<file path="src/sv/assert_macros.svh">
// assertion macros shared by the rtl
`ifndef ASSERT_MACROS_SVH
`define ASSERT_MACROS_SVH

// implication checked on every rising clock edge outside reset
`define CSB_ASSERT(lbl, prop, msg) \
  lbl: assert property (@(posedge clk_i) disable iff (!rst_ni) (prop)) else $error(msg);

// consequent checked in the cycle after the antecedent
`define CSB_ASSERT_NEXT(lbl, ante, cons, msg) \
  lbl: assert property (@(posedge clk_i) disable iff (!rst_ni) (ante) |=> (cons)) \
    else $error(msg);

`endif

</file>
<file path="src/sv/csb_pkg.sv">
package csb_pkg;

  // buffer geometry
  localparam int unsigned CAPACITY = 32;
  localparam int unsigned IDX_W    = $clog2(CAPACITY);
  localparam int unsigned CNT_W    = 6;
  localparam int unsigned DATA_W   = 64;
  localparam int unsigned ACT_W    = 3;
  localparam int unsigned ERR_W    = 2;

  // action codes, unused codes behave as query
  typedef enum logic [ACT_W-1:0] {
    ACT_START   = 3'd0,
    ACT_ADVANCE = 3'd1,
    ACT_INSERT  = 3'd2,
    ACT_ATTACH  = 3'd3,
    ACT_REMOVE  = 3'd4,
    ACT_QUERY   = 3'd5
  } action_e;

  // error codes
  typedef enum logic [ERR_W-1:0] {
    ERR_OK    = 2'd0,
    ERR_FULL  = 2'd1,
    ERR_NOCUR = 2'd2
  } error_e;

  // commands from controller to datapath
  typedef struct packed {
    logic load;  // capture the accepted item
    logic exec;  // apply the action to the buffer
    logic read;  // register the result fields
  } csb_cmd_t;

endpackage

</file>
<file path="src/sv/csb_ctrl.sv">
module csb_ctrl (
  input  logic               clk_i,
  input  logic               rst_ni,
  input  logic               start_i,
  output logic               busy_o,
  output logic               done_o,
  output csb_pkg::csb_cmd_t  cmd_o
);
  import csb_pkg::*;

  typedef enum logic [1:0] {
    ST_IDLE,
    ST_EXEC,
    ST_READ
  } state_e;

  state_e state_q;
  logic   busy_q;
  logic   done_q;
  logic   accept;

  assign accept = start_i && !busy_q;

  // state and registered handshake outputs
  always_ff @(posedge clk_i or negedge rst_ni) begin
    if (!rst_ni) begin
      state_q <= ST_IDLE;
      busy_q  <= 1'b0;
      done_q  <= 1'b0;
    end else begin
      case (state_q)
        ST_IDLE: begin
          done_q <= 1'b0;
          if (accept) begin
            state_q <= ST_EXEC;
            busy_q  <= 1'b1;
          end
        end
        ST_EXEC: begin
          state_q <= ST_READ;
          done_q  <= 1'b0;
        end
        ST_READ: begin
          state_q <= ST_IDLE;
          busy_q  <= 1'b0;
          done_q  <= 1'b1;
        end
        default: begin
          state_q <= ST_IDLE;
          busy_q  <= 1'b0;
          done_q  <= 1'b0;
        end
      endcase
    end
  end

  // datapath commands
  always_comb begin
    cmd_o.load = accept;
    cmd_o.exec = (state_q == ST_EXEC);
    cmd_o.read = (state_q == ST_READ);
  end

  assign busy_o = busy_q;
  assign done_o = done_q;

endmodule

</file>
<file path="config.mk">
export PLATFORM = sky130hd
export DESIGN_NAME = csb_ctrl
export DESIGN_NICKNAME = d
export VERILOG_FILES = /design/src/sv/assert_macros.svh /design/src/sv/csb_pkg.sv /design/src/sv/csb_ctrl.sv
export SDC_FILE = /design/constraint.sdc
export NUM_CORES = 1
export LEC_CHECK = 0
export ABC_AREA = 1
export BUFFER_PORTS_ARGS = -buffer_cell sky130_fd_sc_hd__buf_2
export CAP_MARGIN = 10
export CORE_AREA = 4 4 41 43
export CTS_BUF_LIST = sky130_fd_sc_hd__clkbuf_8
export CTS_CLUSTER_DIAMETER = 120
export DETAILED_ROUTE_END_ITERATION = 16
export DIE_AREA = 0 0 45 47
export PLACE_DENSITY = 0.33
export SKIP_LAST_GASP = 1
export SYNTH_ARGS = -nofsm -noshare
export SYNTH_HDL_FRONTEND = slang
export SYNTH_SLANG_ARGS = --single-unit
</file>
<file path="constraint.sdc">
create_clock -name clk_i -period 0.8 [get_ports clk_i]
set_clock_uncertainty 0.15 [all_clocks]
set_input_delay 0.08 -clock clk_i [delete_from_list [all_inputs] [get_ports clk_i]]
set_output_delay 0.08 -clock clk_i [all_outputs]
set_load 0.005 [all_outputs]
</file>
==> results_dict.tcl <==
set metrics [dict create \
    layout_min_cycle_time_ps 1130 \
    floorplan.die.width_um 45 \
    antenna_left 0 \
    aggregate_global_route_resource_usage_pct 4.21 \
    netlist.top_cell.by_area "dfrtp_1" \
    yosys_warnings 0 \
    synth_cells 17 \
    drt_wl_total_um 381 \
    register_area_um2 100 \
    share_of_final_layout_standard_cells_stronger_than_drive_strength_1_pct 71.9 \
    synthTopCellsByArea "dfrtp_1 (65%), inv_1 (9.7%), nor2_1 (9.7%)" \
    regToRegEndpoint "state_q[1]$_DFFE_PN0P_" \
    post-route-worst-setup-slack_ps -331 \
    r2r_path_start "state_q[0]$_DFFE_PN0P_" \
    p_total_uw 641 \
    antenna_found_initial 0 \
    chain_of_cells_forming_the_critical_path "inv_2 -> nor2_4 -> buf_2" \
    violations "negative setup slack" \
    total_cts_buffers 3 \
    route.detailed.wl_per_inst_um 8.11 \
    run_status "complete, but fails checks" \
    yosys.area.top_type_share_pct 64.5 \
    floorplan.die.height_um 47 \
    instance_area_after_placement_um2 201 \
    globalplace.congestion 0.592 \
    synthDistinctLibCells 6 \
    seq_area_frac_synth_pct 64.5 \
    total_die_area_um2 2120 \
    grt_setup_unrepaired "yes" \
    syn_avg_cell_area_um2 9.13 \
    boundaryPins 8 \
    synthesis.nets 20 \
    global_route_wire_length_before_repair_um 558 \
    leakage_uw 0.000165 \
    max_cap_check_violation_count 0 \
    power_density_nw_per_um2 2100 \
    rr_worst_depth 4 \
    arrival_ps 900 \
    largest_net_degree_at_the_start_of_global_routing 5 \
    fillers 147 \
    crit_type "reg2out" \
    startpoint_type "flop" \
    final_report_max_slew_violation_count 0 \
    max_freq_mhz 884 \
    core_region_area_um2 1300 \
    path_type_of_the_worst_min_delay_path "in2async" \
    detail_route.first_pass.iterations 2 \
    tightest_slew_ps 179 \
    report.final.hold_viol_count 0 \
    tritoncts "yes" \
    final_area_um2 305 \
    global_route.overflow_total 0 \
    crit_fanout 4 \
    synth-seq-cells 4 \
    antenna_cells 0 \
    setup_ws_pre_cts_ps -101 \
    vdd.ir_drop.worst_mv 0.871 \
    place.port_buffers 7 \
    drtIter0Drc 3 \
    via_count_of_the_first_global_routing_pass 139 \
    post_synth_instance_area_um2 155 \
    setup_viol 9 \
    cts.htree.levels 1 \
    multi_input_area_um2 47.5 \
    place_inst 38 \
    slack_of_the_worst_reg_to_reg_path_ps -230 \
    vias_per_cell 3.34 \
    layout.cells.non_filler 47 \
    worst_skew_pair.late_latency_ps 220 \
    synthToLayoutAreaGrowth_pct 96.8 \
    final.hold.worst_slack_ps 41.7 \
    worst-path-stages 3 \
    critPathBufInv 2 \
    crit_path_top_delay_cell "dfrtp_1" \
    mostFrequentLayoutCell "buf_2" \
    crit_family "flip-flops" \
    layout_worst_path_cycle_share_pct 141 \
    worst_ep_required_time_ps 570 \
    clk_transition_reported_paths_ps 30 \
    layout.cells.most_common_list "buf_2 (7), buf_4 (5), dfrtp_1 (4), inv_2 (3), clkbuf_8 (3)" \
    cts.sink_count 4 \
    timing.critical_path.slowest_cell_delay_ps 400 \
    num_rows 13 \
    cp-end-kind "output port" \
    initial_utilization_pct 11.9 \
    cts.path.max_buffers 2 \
    timing.slew.headroom_pct 88.1 \
    timing.critical_path.from "state_q[1]$_DFFE_PN0P_" \
    route.vias.total 157 \
    root_buffer "clkbuf_8" \
    worst_setup_path_endpoint "cmd_o[0]" \
    drc 0 \
    finish.net_count 37 \
]
==> worst register-to-register path, cell delays in order, from the launching register on <==
cell,delay (ps)
dfrtp_1,410
inv_2,60
buf_4,130
buf_4,120
nor2_1,90
==> registers in the layout, summed over array words and instances (netlist names) <==
signal,flops
done_o,1
busy_o,1
state_q,2
==> worst min-delay path by stage <==
stage / depth (start not counted) / slack [ps] / from / endpoint
finish: 2 / 40 / rst_ni / busy_o$_DFFE_PN0P_
global route: 2 / 70 / rst_ni / done_o$_DFF_PN0_
CTS: 2 / 40 / rst_ni / busy_o$_DFFE_PN0P_
global placement: 1 / -260 / rst_ni / state_q[1]$_DFFE_PN0P_
detailed placement: 1 / -260 / rst_ni / state_q[1]$_DFFE_PN0P_
floorplan: 0 / -370 / rst_ni / busy_o$_DFFE_PN0P_
==> report_power, final <==
| group | leakage (uW) | switching, uW | internal [uW] |
|---|---|---|---|
| sequential | 0.0000507 | 0 | 204 |
| clock | 0.0000216 | 103 | 321 |
| combinational | 0.0000930 | 5.93 | 7.04 |
==> cells in the mapped netlist <==
library cell and n:
nand2_1 3, nor2_1 4, inv_1 4, buf_4 1, nor2_2 1, dfrtp_1 4
==> routing by layer <==
layer / GRT usage, % / up-vias / part of all wire (%)
met4: 1.75 / 0 / 0
met5: 0 / - / 0
met1: 5.07 / 70 / 45
li1: - / 77 / -
met3: 4.60 / 0 / 17
met2: 4.52 / 10 / 38
==> cells by family after synthesis <==
group | after synthesis | share of synthesized area (%)
and+or+nand+nor | 8 | 21.0
DFF | 4 | 64.5
buffers and inverters | 5 | 14.5
==> final cells by class <==
| class | instances | share of cell area, % |
|---|---|---|
| Clock buffer | 3 | 13.5 |
| Inverter | 4 | 4.92 |
| Multi-Input combinational cell | 8 | 15.6 |
| Sequential cell | 4 | 32.8 |
| Tap cell | 15 | 6.15 |
| Timing Repair Buffer | 13 | 27.0 |
==> repair_timing <==
action                                 in CTS  in global routing
gates resized for setup                     2                  6
endpoints found under the hold margin       4                  0
pin swaps                                   1                  3
buffers inserted                            4                  2
setup endpoints to repair                   7                  9
hold buffers                                1                  0
==> per-stage QoR <==
step / utilization [%] / TNS [ps]
2_1_floorplan: - / -32.3
3_3_place_gp: 15.5 / -221
3_5_place_dp: 15.5 / -265
4_1_cts: 21.3 / -1470
5_1_grt: 23.5 / -2060
6_report: 23.5 / -1640
No activity file was read; power rests on OpenSTA's default activity.
